$ cat src/hw/rtl/sha_pkg.sv
// ----------------------------------------------------------------------------
// SHA-256 stream hasher package
// Shared constants, types and round functions.
// ----------------------------------------------------------------------------
`default_nettype none
package sha_pkg;

  localparam int unsigned BlockBytes = 64;
  localparam int unsigned WordDepth  = 16;
  localparam int unsigned LenWidth   = 61;

  typedef enum logic [3:0] {
    ST_IDLE,
    ST_PAD,
    ST_LEN,
    ST_LOAD,
    ST_RUN,
    ST_ADD,
    ST_EMIT
  } state_t;

  // Phases of the round core.
  typedef enum logic [1:0] {
    PH_IDLE,
    PH_LOAD,
    PH_ROUND,
    PH_ADD
  } phase_t;

  localparam logic [7:0] PadByte = 8'h80;

  function automatic logic [31:0] round_k(input logic [5:0] idx);
    logic [31:0] k;
    case (idx)
      6'd0: k = 32'h428a2f98; 6'd1: k = 32'h71374491; 6'd2: k = 32'hb5c0fbcf;
      6'd3: k = 32'he9b5dba5; 6'd4: k = 32'h3956c25b; 6'd5: k = 32'h59f111f1;
      6'd6: k = 32'h923f82a4; 6'd7: k = 32'hab1c5ed5; 6'd8: k = 32'hd807aa98;
      6'd9: k = 32'h12835b01; 6'd10: k = 32'h243185be; 6'd11: k = 32'h550c7dc3;
      6'd12: k = 32'h72be5d74; 6'd13: k = 32'h80deb1fe; 6'd14: k = 32'h9bdc06a7;
      6'd15: k = 32'hc19bf174; 6'd16: k = 32'he49b69c1; 6'd17: k = 32'hefbe4786;
      6'd18: k = 32'h0fc19dc6; 6'd19: k = 32'h240ca1cc; 6'd20: k = 32'h2de92c6f;
      6'd21: k = 32'h4a7484aa; 6'd22: k = 32'h5cb0a9dc; 6'd23: k = 32'h76f988da;
      6'd24: k = 32'h983e5152; 6'd25: k = 32'ha831c66d; 6'd26: k = 32'hb00327c8;
      6'd27: k = 32'hbf597fc7; 6'd28: k = 32'hc6e00bf3; 6'd29: k = 32'hd5a79147;
      6'd30: k = 32'h06ca6351; 6'd31: k = 32'h14292967; 6'd32: k = 32'h27b70a85;
      6'd33: k = 32'h2e1b2138; 6'd34: k = 32'h4d2c6dfc; 6'd35: k = 32'h53380d13;
      6'd36: k = 32'h650a7354; 6'd37: k = 32'h766a0abb; 6'd38: k = 32'h81c2c92e;
      6'd39: k = 32'h92722c85; 6'd40: k = 32'ha2bfe8a1; 6'd41: k = 32'ha81a664b;
      6'd42: k = 32'hc24b8b70; 6'd43: k = 32'hc76c51a3; 6'd44: k = 32'hd192e819;
      6'd45: k = 32'hd6990624; 6'd46: k = 32'hf40e3585; 6'd47: k = 32'h106aa070;
      6'd48: k = 32'h19a4c116; 6'd49: k = 32'h1e376c08; 6'd50: k = 32'h2748774c;
      6'd51: k = 32'h34b0bcb5; 6'd52: k = 32'h391c0cb3; 6'd53: k = 32'h4ed8aa4a;
      6'd54: k = 32'h5b9cca4f; 6'd55: k = 32'h682e6ff3; 6'd56: k = 32'h748f82ee;
      6'd57: k = 32'h78a5636f; 6'd58: k = 32'h84c87814; 6'd59: k = 32'h8cc70208;
      6'd60: k = 32'h90befffa; 6'd61: k = 32'ha4506ceb; 6'd62: k = 32'hbef9a3f7;
      default: k = 32'hc67178f2;
    endcase
    return k;
  endfunction

  function automatic logic [31:0] init_hash(input logic [2:0] idx);
    logic [31:0] h;
    case (idx)
      3'd0: h = 32'h6a09e667; 3'd1: h = 32'hbb67ae85;
      3'd2: h = 32'h3c6ef372; 3'd3: h = 32'ha54ff53a;
      3'd4: h = 32'h510e527f; 3'd5: h = 32'h9b05688c;
      3'd6: h = 32'h1f83d9ab; default: h = 32'h5be0cd19;
    endcase
    return h;
  endfunction

  function automatic logic [31:0] rotr(input logic [31:0] x, input int unsigned n);
    return (x >> n) | (x << (32 - n));
  endfunction

endpackage
`default_nettype wire

$ cat src/hw/rtl/sha_stream_if.sv
// ----------------------------------------------------------------------------
// Stream interfaces
// Valid/ready channels for message bytes and digest words.
// ----------------------------------------------------------------------------
`default_nettype none
interface sha_in_if;
  logic       valid;
  logic       ready;
  logic [7:0] data_byte;
  logic       byte_present;
  logic       end_of_message;
  modport source (output valid, data_byte, byte_present, end_of_message, input ready);
  modport sink (input valid, data_byte, byte_present, end_of_message, output ready);
endinterface

interface sha_out_if;
  logic        valid;
  logic        ready;
  logic [31:0] digest_word;
  logic        last_word;
  modport source (output valid, digest_word, last_word, input ready);
  modport sink (input valid, digest_word, last_word, output ready);
endinterface
`default_nettype wire

$ cat src/hw/rtl/sha_ram.sv
// ----------------------------------------------------------------------------
// Generic RAM
// One write port, one read port, registered read data.
// ----------------------------------------------------------------------------
`default_nettype none
module sha_ram #(
  parameter int unsigned Width = 32,
  parameter int unsigned Depth = 16
) (
  input  wire logic                     clk,
  input  wire logic                     we,
  input  wire logic [$clog2(Depth)-1:0] waddr,
  input  wire logic [Width-1:0]         wdata,
  input  wire logic [$clog2(Depth)-1:0] raddr,
  output logic      [Width-1:0]         rdata
);
  logic [Width-1:0] mem [Depth];

  // Read before write: read data is registered and shows the old word.
  always_ff @(posedge clk) begin
    if (we) begin
      mem[waddr] <= wdata;
    end
    rdata <= mem[raddr];
  end
endmodule
`default_nettype wire

$ cat src/hw/rtl/sha_core.sv
// ----------------------------------------------------------------------------
// SHA-256 compression core
// Runs 64 rounds over a 16-word block memory, one round per cycle.
// ----------------------------------------------------------------------------
`default_nettype none
module sha_core (
  input  wire logic        clk,
  input  wire logic        rst,
  input  wire logic        start,
  input  wire logic        init,
  output logic             busy,
  output logic             done,
  // block memory read port
  output logic [3:0]       w_raddr,
  input  wire logic [31:0] w_rdata,
  input  wire logic [2:0]  hsel,
  output logic [31:0]      hword
);
  logic [31:0] h [8];
  logic [31:0] v [8];
  logic [31:0] w [16];
  logic [6:0]  cnt;
  sha_pkg::phase_t phase, phase_next;
  logic [31:0] wi, s0, s1, t1, t2;
  logic [5:0]  ridx;

  assign ridx = cnt[5:0];
  // Read address runs one ahead of the round counter: word 0 is fetched in
  // the load cycle and word r+1 during round r.
  assign w_raddr = (phase == sha_pkg::PH_ROUND) ? cnt[3:0] + 4'd1 : 4'd0;
  assign busy = (phase != sha_pkg::PH_IDLE);
  assign hword = h[hsel];

  // Message schedule word and the two round sums for this round.
  always_comb begin
    s0 = sha_pkg::rotr(w[1], 7) ^ sha_pkg::rotr(w[1], 18) ^ (w[1] >> 3);
    s1 = sha_pkg::rotr(w[14], 17) ^ sha_pkg::rotr(w[14], 19) ^ (w[14] >> 10);
    wi = (ridx < 6'd16) ? w_rdata : (s1 + w[9] + s0 + w[0]);
    t1 = v[7] + (sha_pkg::rotr(v[4], 6) ^ sha_pkg::rotr(v[4], 11) ^ sha_pkg::rotr(v[4], 25))
       + ((v[4] & v[5]) ^ (~v[4] & v[6])) + sha_pkg::round_k(ridx) + wi;
    t2 = (sha_pkg::rotr(v[0], 2) ^ sha_pkg::rotr(v[0], 13) ^ sha_pkg::rotr(v[0], 22))
       + ((v[0] & v[1]) ^ (v[0] & v[2]) ^ (v[1] & v[2]));
  end

  // Phase sequence: load covers the memory read latency, then 64 rounds,
  // then the add into the hash words.
  always_comb begin
    phase_next = phase;
    case (phase)
      sha_pkg::PH_IDLE: begin
        if (start) phase_next = sha_pkg::PH_LOAD;
      end
      sha_pkg::PH_LOAD: begin
        phase_next = sha_pkg::PH_ROUND;
      end
      sha_pkg::PH_ROUND: begin
        if (cnt == 7'd63) phase_next = sha_pkg::PH_ADD;
      end
      default: phase_next = sha_pkg::PH_IDLE;
    endcase
  end

  // Round datapath and hash words.
  always_ff @(posedge clk) begin
    if (rst) begin
      phase <= sha_pkg::PH_IDLE;
      cnt <= '0;
      done <= 1'b0;
      for (int i = 0; i < 8; i++) h[i] <= sha_pkg::init_hash(3'(i));
    end else begin
      phase <= phase_next;
      done <= (phase == sha_pkg::PH_ADD);
      if (init) begin
        for (int i = 0; i < 8; i++) h[i] <= sha_pkg::init_hash(3'(i));
      end
      case (phase)
        sha_pkg::PH_IDLE: begin
          if (start) begin
            cnt <= '0;
            for (int i = 0; i < 8; i++) v[i] <= h[i];
          end
        end
        sha_pkg::PH_ROUND: begin
          for (int i = 0; i < 15; i++) w[i] <= w[i+1];
          w[15] <= wi;
          v[0] <= t1 + t2; v[1] <= v[0]; v[2] <= v[1]; v[3] <= v[2];
          v[4] <= v[3] + t1; v[5] <= v[4]; v[6] <= v[5]; v[7] <= v[6];
          cnt <= cnt + 7'd1;
        end
        sha_pkg::PH_ADD: begin
          for (int i = 0; i < 8; i++) h[i] <= h[i] + v[i];
        end
        default: ;
      endcase
    end
  end
endmodule
`default_nettype wire

$ cat src/hw/rtl/sha256_stream_hasher.sv
// ----------------------------------------------------------------------------
// SHA-256 stream hasher
// Byte-serial SHA-256 with block store in RAM and a round-serial core.
// ----------------------------------------------------------------------------
// Usage:
//   Requests arrive on in_ch: one message byte (byte_present) and/or the
//   end_of_message mark. Results leave on out_ch as eight 32-bit digest
//   words, word 0 first, last_word set on the eighth.
//   A byte that does not fill the block leaves the hasher ready for the next
//   request. The 64th byte of a block starts a compression in the round core
//   (load, 64 rounds, add and hand-back); no request is taken until it is
//   handed back. An end request writes the pad byte, zero fill and length one
//   byte per cycle into the block RAM up to byte 63, then compresses and emits
//   the digest. A tail of 56 bytes or more needs a second padded block and
//   compression; an end that comes with the 64th byte first waits for that
//   full block to be compressed. The words go out one per cycle while the
//   receiver is ready. A stall holds the current word and blocks new
//   requests until all eight are taken. Reset loads the initial hash values
//   and clears the byte count; the block RAM is not cleared, since every
//   byte is written before read.
// ----------------------------------------------------------------------------
`default_nettype none
module sha256_stream_hasher (
  input wire logic  clk,
  input wire logic  rst,
  sha_in_if.sink    in_ch,
  sha_out_if.source out_ch
);
  sha_pkg::state_t state, state_next;
  logic [sha_pkg::LenWidth-1:0] len;
  logic [5:0]  pos;         // pad position in bytes
  logic [2:0]  word_idx;
  logic        second;      // a second compression follows
  logic        pending_end, fin_block;
  logic        we;
  logic [5:0]  waddr;
  logic [7:0]  wdata;
  logic [3:0]  raddr;
  logic [31:0] rdata;
  logic        core_start, core_done, core_busy, core_init;
  logic [31:0] hword;
  logic        acc;
  logic [63:0] bits;
  logic [7:0]  lane_rd [4];

  assign acc = in_ch.valid && in_ch.ready;
  assign bits = {len, 3'b000};

  // Four byte lanes make up one block word; each lane is one RAM.
  for (genvar g = 0; g < 4; g++) begin : g_lane
    logic [7:0] lrd;
    sha_ram #(.Width(8), .Depth(sha_pkg::WordDepth)) u_ram (
      .clk(clk), .we(we && (waddr[1:0] == 2'(g))), .waddr(waddr[5:2]), .wdata(wdata),
      .raddr(raddr), .rdata(lrd));
    assign lane_rd[g] = lrd;
  end
  assign rdata = {lane_rd[0], lane_rd[1], lane_rd[2], lane_rd[3]};

  sha_core u_core (
    .clk(clk), .rst(rst), .start(core_start), .init(core_init), .busy(core_busy),
    .done(core_done), .w_raddr(raddr), .w_rdata(rdata), .hsel(word_idx), .hword(hword));

  // Next state, handshakes, core control and byte-store writes.
  always_comb begin
    state_next = state;
    in_ch.ready = 1'b0;
    we = 1'b0;
    waddr = pos;
    wdata = 8'h00;
    core_start = 1'b0;
    core_init = 1'b0;
    out_ch.valid = 1'b0;
    case (state)
      sha_pkg::ST_IDLE: begin
        in_ch.ready = 1'b1;
        waddr = len[5:0];
        wdata = in_ch.data_byte;
        we = acc && in_ch.byte_present;
        if (acc && in_ch.byte_present && len[5:0] == 6'd63) begin
          core_start = 1'b1;
          state_next = sha_pkg::ST_RUN;
        end else if (acc && in_ch.end_of_message) begin
          state_next = sha_pkg::ST_PAD;
        end
      end
      sha_pkg::ST_PAD: begin
        we = 1'b1;
        // The pad byte goes in only on the first pass after the message.
        wdata = (pos == len[5:0] && !second) ? sha_pkg::PadByte : 8'h00;
        if (pos == 6'd63) begin
          core_start = 1'b1;
          state_next = sha_pkg::ST_RUN;
        end else if (pos == 6'd55) begin
          state_next = sha_pkg::ST_LEN;
        end
      end
      sha_pkg::ST_LEN: begin
        we = 1'b1;
        wdata = bits[8*(63-pos) +: 8];
        if (pos == 6'd63) begin
          core_start = 1'b1;
          state_next = sha_pkg::ST_RUN;
        end
      end
      sha_pkg::ST_RUN: begin
        if (core_done) state_next = sha_pkg::ST_ADD;
      end
      sha_pkg::ST_ADD: begin
        // After a compression: emit, continue padding, or resume the stream.
        if (fin_block) begin
          state_next = sha_pkg::ST_EMIT;
        end else if (pending_end) begin
          state_next = sha_pkg::ST_PAD;
        end else begin
          state_next = sha_pkg::ST_IDLE;
        end
      end
      sha_pkg::ST_EMIT: begin
        out_ch.valid = 1'b1;
        if (out_ch.ready && word_idx == 3'd7) begin
          core_init = 1'b1;
          state_next = sha_pkg::ST_IDLE;
        end
      end
      default: state_next = sha_pkg::ST_IDLE;
    endcase
  end

  assign out_ch.digest_word = hword;
  assign out_ch.last_word = (word_idx == 3'd7);

  // Control registers.
  always_ff @(posedge clk) begin
    if (rst) begin
      state <= sha_pkg::ST_IDLE;
      len <= '0;
      pos <= '0;
      word_idx <= '0;
      second <= 1'b0;
      pending_end <= 1'b0;
    end else begin
      state <= state_next;
      case (state)
        sha_pkg::ST_IDLE: begin
          second <= 1'b0;
          pending_end <= acc && in_ch.end_of_message;
          if (acc && in_ch.byte_present) len <= len + 1'b1;
          if (acc) begin
            pos <= in_ch.byte_present ? len[5:0] + 6'd1 : len[5:0];
          end
        end
        sha_pkg::ST_PAD, sha_pkg::ST_LEN: begin
          pos <= pos + 6'd1;
          if (pos == 6'd63 && state == sha_pkg::ST_PAD) second <= 1'b1;
        end
        sha_pkg::ST_ADD: begin
          // Restart the digest index or the pad position for what follows.
          if (fin_block) begin
            word_idx <= '0;
          end else if (pending_end) begin
            pos <= '0;
          end
        end
        sha_pkg::ST_EMIT: begin
          if (out_ch.ready) begin
            word_idx <= word_idx + 3'd1;
            if (word_idx == 3'd7) len <= '0;
          end
        end
        default: ;
      endcase
    end
  end

  // Track whether the block in the core is the final one of a message.
  always_ff @(posedge clk) begin
    if (rst) begin
      fin_block <= 1'b0;
    end else if (core_start) begin
      fin_block <= (state == sha_pkg::ST_LEN) || (state == sha_pkg::ST_PAD && second);
    end
  end

  // A compression only starts from a pad, length or full-block step.
  assert property (@(posedge clk) disable iff (rst)
    core_start |-> !core_busy)
    else $error("compression started while core busy");
  assert property (@(posedge clk) disable iff (rst)
    out_ch.valid |-> !in_ch.ready)
    else $error("request taken during digest output");
  assert property (@(posedge clk) disable iff (rst)
    (state == sha_pkg::ST_EMIT && out_ch.ready && word_idx == 3'd7) |=> len == '0)
    else $error("length not cleared after digest");
endmodule
`default_nettype wire
$ cat src/flat_wrapper.sv
// flat-port wrapper written by rule: the top's interface ports become plain ports
module sha256_stream_hasher_flat 
  (clk, rst, in_ch_valid, in_ch_data_byte, in_ch_byte_present, in_ch_end_of_message, in_ch_ready, out_ch_valid, out_ch_digest_word, out_ch_last_word, out_ch_ready);
  sha_in_if in_ch_i ();
  sha_out_if out_ch_i ();
  input wire logic clk;
  input wire logic rst;
  input wire logic [$bits(in_ch_i.valid)-1:0] in_ch_valid;
  input wire logic [$bits(in_ch_i.data_byte)-1:0] in_ch_data_byte;
  input wire logic [$bits(in_ch_i.byte_present)-1:0] in_ch_byte_present;
  input wire logic [$bits(in_ch_i.end_of_message)-1:0] in_ch_end_of_message;
  output wire logic [$bits(in_ch_i.ready)-1:0] in_ch_ready;
  output wire logic [$bits(out_ch_i.valid)-1:0] out_ch_valid;
  output wire logic [$bits(out_ch_i.digest_word)-1:0] out_ch_digest_word;
  output wire logic [$bits(out_ch_i.last_word)-1:0] out_ch_last_word;
  input wire logic [$bits(out_ch_i.ready)-1:0] out_ch_ready;
  assign in_ch_i.valid = in_ch_valid;
  assign in_ch_i.data_byte = in_ch_data_byte;
  assign in_ch_i.byte_present = in_ch_byte_present;
  assign in_ch_i.end_of_message = in_ch_end_of_message;
  assign in_ch_ready = in_ch_i.ready;
  assign out_ch_valid = out_ch_i.valid;
  assign out_ch_digest_word = out_ch_i.digest_word;
  assign out_ch_last_word = out_ch_i.last_word;
  assign out_ch_i.ready = out_ch_ready;
  sha256_stream_hasher u_core (.clk(clk), .rst(rst), .in_ch(in_ch_i), .out_ch(out_ch_i));
endmodule
$ cat config.mk
export PLATFORM = sky130hd
export DESIGN_NAME = sha256_stream_hasher_flat
export DESIGN_NICKNAME = d
export VERILOG_FILES = /design/src/hw/rtl/sha_pkg.sv /design/src/hw/rtl/sha_stream_if.sv /design/src/hw/rtl/sha_ram.sv /design/src/hw/rtl/sha_core.sv /design/src/hw/rtl/sha256_stream_hasher.sv /design/src/flat_wrapper.sv
export SDC_FILE = /design/constraint.sdc
export NUM_CORES = 2
export LEC_CHECK = 0
export ABC_CLOCK_PERIOD_IN_PS = 51900
export BUFFER_PORTS_ARGS = -buffer_cell sky130_fd_sc_hd__buf_2
export CAP_MARGIN = 0
export CELL_PAD_IN_SITES_DETAIL_PLACEMENT = 1
export CELL_PAD_IN_SITES_GLOBAL_PLACEMENT = 1
export CORE_AREA = 3 3 405 407
export CTS_BUF_LIST = sky130_fd_sc_hd__clkbuf_16
export CTS_CLUSTER_SIZE = 20
export DETAILED_ROUTE_END_ITERATION = 10
export DIE_AREA = 0 0 408 410
export PLACE_DENSITY_LB_ADDON = 0.1
export SLEW_MARGIN = 5
export SYNTH_ARGS = -nofsm -noshare
export SYNTH_HDL_FRONTEND = slang
export SYNTH_SLANG_ARGS = --single-unit
export TNS_END_PERCENT = 50
$ cat constraint.sdc
create_clock -name clk -period 51.9 [get_ports clk]
set_clock_uncertainty 0.1 [all_clocks]
set_input_delay 0 -clock clk [delete_from_list [all_inputs] [get_ports clk]]
set_output_delay 0 -clock clk [all_outputs]
set_load 0.01 [all_outputs]
-- Word level (Yosys, flattened, before mapping)
Memory sizes are Yosys's and may differ from the RTL's. A register that Yosys moved wholly into a read port is not among the register bits.
Index checks and enable logic that the tools add are counted.
- register bits: 87
- bits in writable memories: 1536
- bits of input ports: 14
- memories: 8
- word-level logic and storage cells: 275
- memory bits (read-only): 2048
- memories (memory ; words ; width ; read ports ; clocked after Yosys merged registers in ; write ports ; RTL line ; RTL):
    (name not given) ; 64 ; 32 ; 1 ; 1 ; 0 ; sha_pkg.sv:34 ; case (idx)
    u_core.u_core.w ; 16 ; 32 ; 16 ; 0 ; 16 ; sha_core.sv:21 ; logic [31:0] w [16];
    u_core.u_core.h ; 8 ; 32 ; 9 ; 1 ; 8 ; sha_core.sv:19 ; logic [31:0] h [8];
    u_core.u_core.v ; 8 ; 32 ; 8 ; 0 ; 8 ; sha_core.sv:20 ; logic [31:0] v [8];
    u_core.g_lane[0].u_ram.mem ; 16 ; 8 ; 1 ; 1 ; 1 ; sha_ram.sv:17 ; logic [Width-1:0] mem [Depth];
    u_core.g_lane[1].u_ram.mem ; 16 ; 8 ; 1 ; 1 ; 1 ; sha_ram.sv:17 ;
    +2 memories ; n/a ; n/a ; n/a ; n/a ; n/a ; n/a ;
- eq/ne operators: 32
- shifts and indexed selects: 1
- reductions and logical operators: 30
- add/subtract/negate cells: 25
- order comparisons: 1
- bitwise operators: 51
- muxes and demuxes: 117
- operators by type and width (operator ; count):
    $mux 32 ; 49
    $add 32x32->32 ; 18
    $xor 32x32->32 ; 9
    $mux 61 ; 3
    $and 32x32->32 ; 5
    $pmux 61 s2 ; 1
    $shiftx 64x33->8 ; 1
    $add 61x1->61 const B ; 1
    $mux 6 ; 7
    $mux 4 ; 9
    $not 32->32 ; 1
    $or 10x32->32 ; 1
    $or 13x32->32 ; 1
    $or 14x32->32 ; 1
    $or 15x32->32 ; 1
    $or 19x32->32 ; 1
    $or 21x32->32 ; 1
    $or 25x32->32 ; 1
    $or 26x32->32 ; 1
    $or 30x32->32 ; 1
    $or 7x32->32 ; 1
    $xor 32x22->32 ; 1
    $xor 32x29->32 ; 1
    $mux 1 ; 31
    43 further kinds ; 110

-- Logic depth before layout (Yosys ltp)
- depth in word-level cells: 12
- gate-level depth with buffers: 47
- gate-level depth less buffers: 47

-- Modules after synthesis
Synthesis repeated with hierarchy kept, for this count alone.
- cells, all modules: 7550
- area, all modules: 91783.0 sq um
- by module, submodules not included (module ; area each (sq um) ; sequential area each (sq um) ; cells each ; times used):
    sha_core ; 66431.2 ; 31270.0 ; 6045 ; 1
    sha_ram ; 5147.4 ; 4003.8 ; 229 ; 4
    sha256_stream_hasher ; 4762.1 ; 1521.5 ; 589 ; 1

-- Worst setup path before layout
OpenSTA, ideal clock, no wires.
- path type: reg2reg
- start: register u_core.u_core.phase[0]
- end: memory u_core.u_core.w[0][0] (enable)
- path buffers: 3
- stages on the path, launching flop included: 8
- period minus slack after synthesis: 16488 ps
- path slack: 35412 ps
- arrival time: 15312 ps
- required time: 50724 ps
- cell sequence: dfxtp_1 > inv_1 > ha_1 > clkbuf_1 > nand2_1 > inv_1 > clkbuf_1 > clkbuf_1
- RTL lines (element ; RTL line ; RTL):
    start, declared ; sha_core.sv:23 ; sha_pkg::phase_t phase, phase_next;
    start signal, assigned ; sha_core.sv:66 ; phase <= sha_pkg::PH_IDLE;
    start signal, assigned ; sha_core.sv:71 ; phase <= phase_next;
    end, declared ; sha_core.sv:21 ;

==> run summary <==
The clock reaches the later pin of the worst-skew pair after 0.86 ns. The register area share after synthesis is 0.534. The post-route DRC violation count is 0. The delay of the slowest critical-path stage came out at 0.54 ns. After the last flow step, the layout net total stands at 8563. The number of enable flip-flop cells after synthesis came out at 1504. The final route contains 66703 vias.

The minimum setup slack after placement came out at 40.23 ns. The initial antenna violation count came out at 20. The final-report max-slew violation count was 0. The total buffers and inverters traversed by the critical path came out at 7.

The clock-pin transition on the worst setup and hold timing paths came out at 0.07 ns. The count of warnings emitted by yosys came out at 0. The largest individual stage delay along the critical path comes from the cell fa_1. When the netlist entered floorplanning its net count stood at 8616. Across the run, the number of max-cap violations was 0.

The worst hold path terminates at u_core.word_idx[1]. The main flop type after synthesis is edfxtp_1. The area of all placed cells without fillers is 99800 µm². The setup slack of the critical path after layout came out at 39.87 ns.

Entering global routing, the biggest net connects 190 pins. The first-pass iteration count of the detailed router came out at 6. The internal power is 2.67 mW. The remaining antenna violation count after routing is 0.

The die span in x came out at 408 µm. The number of gates resized after cts came out at 0. The root buffer cell chosen for the clock tree is clkbuf_16. The depth of the worst register-to-register path came out at 45. At the worst endpoint, the arrival time is 12.46 ns. The capturing element type of the critical path is a register. The final setup violation count came out at 0. The tightest hold path in the finished design has a slack of 0.0856 ns.

The total standard cell area after synthesis came out at 91500 µm². The average size of a mapped cell came out at 11.4 µm². Data on the critical path is required at its endpoint by 52.33 ns. The cell family contributing the most delay on the critical path is compound AO/OA/AOI/OAI gates. The number of failing hold endpoints at the final stage was 0. The share of power burned in combinational logic is 0.273.

Clock tree synthesis inserted a total of 179 buffers. The flow ran to the end, and the final reports show no timing, DRC or antenna violations. In this run the worst hold path is classified as input pin to register. The via density per instance came out at 6.49. The vertical extent of the die came out at 410 µm.

At the pin with the least slew margin, the transition time is 1.34 ns. Across all register-to-register paths, the minimum setup slack is 39.87 ns. The share of flip-flops with an asynchronous set or reset after synthesis is 0. The initial detailed-routing violation count is 7389. The all-layer global routing usage is 0.367. The post-detailed-placement cell area is 93700 µm². The first global-routing pass estimated 459000 µm of wire.

The layout has 16255 filler cells. In the final layout, the share of cells above drive strength 1 is 0.0840. The buffer levels on the longest clock path came out at 3. The number of distinct library cells after synthesis is 100. The synthesized netlist cell count is 8010. The total die area is 167000 µm². Of the total power, the share spent switching nets is 0.326. After floorplanning, the core was divided into 147 placement rows.

The total grt overflow came out at 0. The area growth from synthesis to layout is 9.15%. The HPWL after detailed placement is 218000 µm. In this run the power density over the cells is 39.7 nW/µm². The tightest slew margin relative to the limit is 0.0981. The tree built by TritonCTS fans out to 1689 sinks.

The flop and latch count out of synthesis came out at 1689. The core region is 161000 µm². The clock group share of total power came out at 0.329. Static timing analysis puts the maximum clock frequency at 83.1 MHz. The starting density of the core is 0.570. 49 I/O pins were placed.

The area of the multi-input gates is 39700 µm². TritonCTS built the clock tree. The net switching power of the design came out at 1.29 mW. The smallest clock period supported by the final layout is computed as 12.03 ns. The leakage component of the power came out at 36.6 nW.

The largest vdd supply drop came out at 72.5 µV. After detailed routing, the average wire length per cell comes to 30.2 µm. In this run the worst path has a maximum fanout of 5.

The worst setup path is launched from a register. The worst hold path was traced through 4 stages. The sequential share of power is 0.398. The endpoint identified for the worst register-to-register timing path is u_core.u_core.v[0][30]. The register cell area after layout is 48900 µm².

Adding up every negative setup slack in the final design gives 0 ns. The start of the worst register-to-register path is u_core.u_core.w[0][52]. Setup repair after global routing left no endpoint under its margin. The non-filler instance count after layout came out at 10272. The H-tree generated during clock tree synthesis spans 4 levels. The routability congestion estimate came out at 0.991. The worst setup path is of the register to register kind. The placed instance count is 9919. The startpoint of the worst hold path is out_ch_ready. The via count of the first global-routing pass is 68219. The number of buffers inserted by port buffering is 48. The ratio of final minimum period to clock period is 0.232. The post-detailed-routing wire length is 310000 µm.
==> metrics by stage <==
stage | power, mW | util
finish | 3.96 | 0.622
global route | 4.13 | 0.622
CTS | 3.95 | 0.622
detailed placement | 2.65 | 0.584
global placement | 2.61 | 0.584
floorplan | 2.33 | -
==> state kept, by name (all words and copies together) (netlist names), 2 cells and up, named ones only <==
register                   flops
u_core.g_lane.u_ram.mem      512
u_core.u_core.w              512
u_core.u_core.h              256
u_core.u_core.v              256
u_core.len                    61
u_core.g_lane.u_ram.rdata     32
u_core.u_core.cnt              7
u_core.pos                     6
u_core.state                   3
u_core.word_idx                3
u_core.u_core.phase            2
==> layout by cell type (no fill, tap or decap), types with 31 or more instances in the layout <==
master and count:
nand4_1 32, o21ai_0 366, xor2_1 254, o211ai_1 45, nor2_1 488, mux4_2 77, a21oi_1 449, a311oi_1 75
fa_1 195, buf_2 48, ha_1 396, clkbuf_16 184, a31oi_1 113, o31ai_1 34, mux2_2 126, and3_1 43
a211oi_1 196, o21bai_1 44, buf_4 88, dfxtp_1 181, nor3_1 79, xnor2_1 380, a21o_1 196, edfxtp_1 1504
or3_1 31, o21a_1 53, nor2b_1 183, nand2b_1 70, inv_1 444, clkinv_1 32, nand2_1 1129, nand3_1 104
==> per-layer routing <==
| metal | GRT usage | share of wire | up-vias |
|---|---|---|---|
| li1 | - | - | 28870 |
| met1 | 0.518 | 0.42 | 34185 |
| met2 | 0.565 | 0.45 | 3040 |
| met3 | 0.0707 | 0.090 | 592 |
| met4 | 0.139 | 0.042 | 16 |
| met5 | 0 | 0.00034 | - |
==> layout make-up <==
class	instances	area share
clock buffers	184	0.0461
repair buffers	154	0.0109
well taps	2160	0.0271
diodes	4	0.000100
flip-flops and latches	1689	0.490
clock inverters	148	0.0131
inverters	411	0.0156
multi-input cells	5522	0.397
==> kinds of logic after synthesis <==
group                      after synthesis  synth area share
buffers and inverters                  799            0.0338
AOI/OAI and AO/OA                     1782             0.126
adders and majority gates              597            0.0975
xor gates and xnor gates               634            0.0607
and+or+nand+nor                       2279             0.110
muxes                                  230            0.0376
DFF                                   1689             0.534
==> power by group through the flow <==
stage	registers, mW	logic, mW	clock network (mW)
after floorplan	1.60	0.727	0
after global placement	1.60	1.01	0
after detailed placement	1.60	1.04	0
after CTS	1.58	1.06	1.31
after global routing	1.58	1.19	1.37
final	1.58	1.08	1.30
==> how the worst max path moves through the flow <==
stage | to | cells past startpoint | slack [ns] | startpoint
2_1_floorplan | u_core.u_core.w[0][0] | 7 | 35.41 | u_core.u_core.phase[0]
3_3_place_gp | u_core.u_core.v[0][30] | 45 | 40.55 | u_core.u_core.w[0][52]
3_5_place_dp | u_core.u_core.v[0][30] | 46 | 40.23 | u_core.u_core.w[0][40]
4_1_cts | u_core.u_core.v[0][30] | 45 | 39.98 | u_core.u_core.w[0][52]
5_1_grt | u_core.u_core.v[0][30] | 45 | 39.09 | u_core.u_core.w[0][52]
6_report | u_core.u_core.v[0][30] | 45 | 39.87 | u_core.u_core.w[0][52]
==> repair_timing <==
| item | 4_1_cts | 5_1_grt |
|---|---|---|
| endpoints found under the hold margin | 486 | 0 |
| hold buffers | 17 | 0 |
| buffers inserted | 0 | 0 |
==> worst register-to-register path: cells and delay by family, from the launching register on <==
family / cells / cell delay (ns)
AOI/OAI and AO/OA: 19 / 4.64
xor gates and xnor gates: 5 / 1.09
adders and majority gates: 9 / 4.10
buffers and inverters: 7 / 0.60
DFF: 1 / 0.53
and+or+nand+nor: 5 / 0.66
==> synthesized netlist by cell type (all sizes together), types with 10 or more instances <==
library cell     n  area (µm²)
nor4            13        96.3
a221oi          14         129
nand3          105         531
nand3b          15         113
o2111ai         12         105
edfxtp        1504       45200
or3             34         213
mux2i           27         287
ha             397        4970
xor2           254        2220
a221o           10         100
a21oi          451        2260
buf             86         418
fa             195        3900
o21bai          44         330
a2111oi         11         103
o22ai           15        93.8
and3            43         269
nand4           32         200
clkbuf         302        1130
o21a            53         398
nor3b           11        82.6
and2            19         119
nor2b          184        1150
dfxtp          185        3700
a311oi          75         657
inv            408        1530
xnor2          380        3330
mux4            77        1730
o221ai          10        87.6
a31oi          113         707
nand2         1142        4320
nor2           495        1890
nor3            79         395
mux2           126        1420
a21boi          15         113
o31ai           34         255
nand2b          71         444
a21o           196        1470
a211oi         197        1490
or2             15        93.9
o311ai          16         140
o211ai          45         338
o21ai          390        1950
Note: power is estimated with default switching activity, not from simulation.
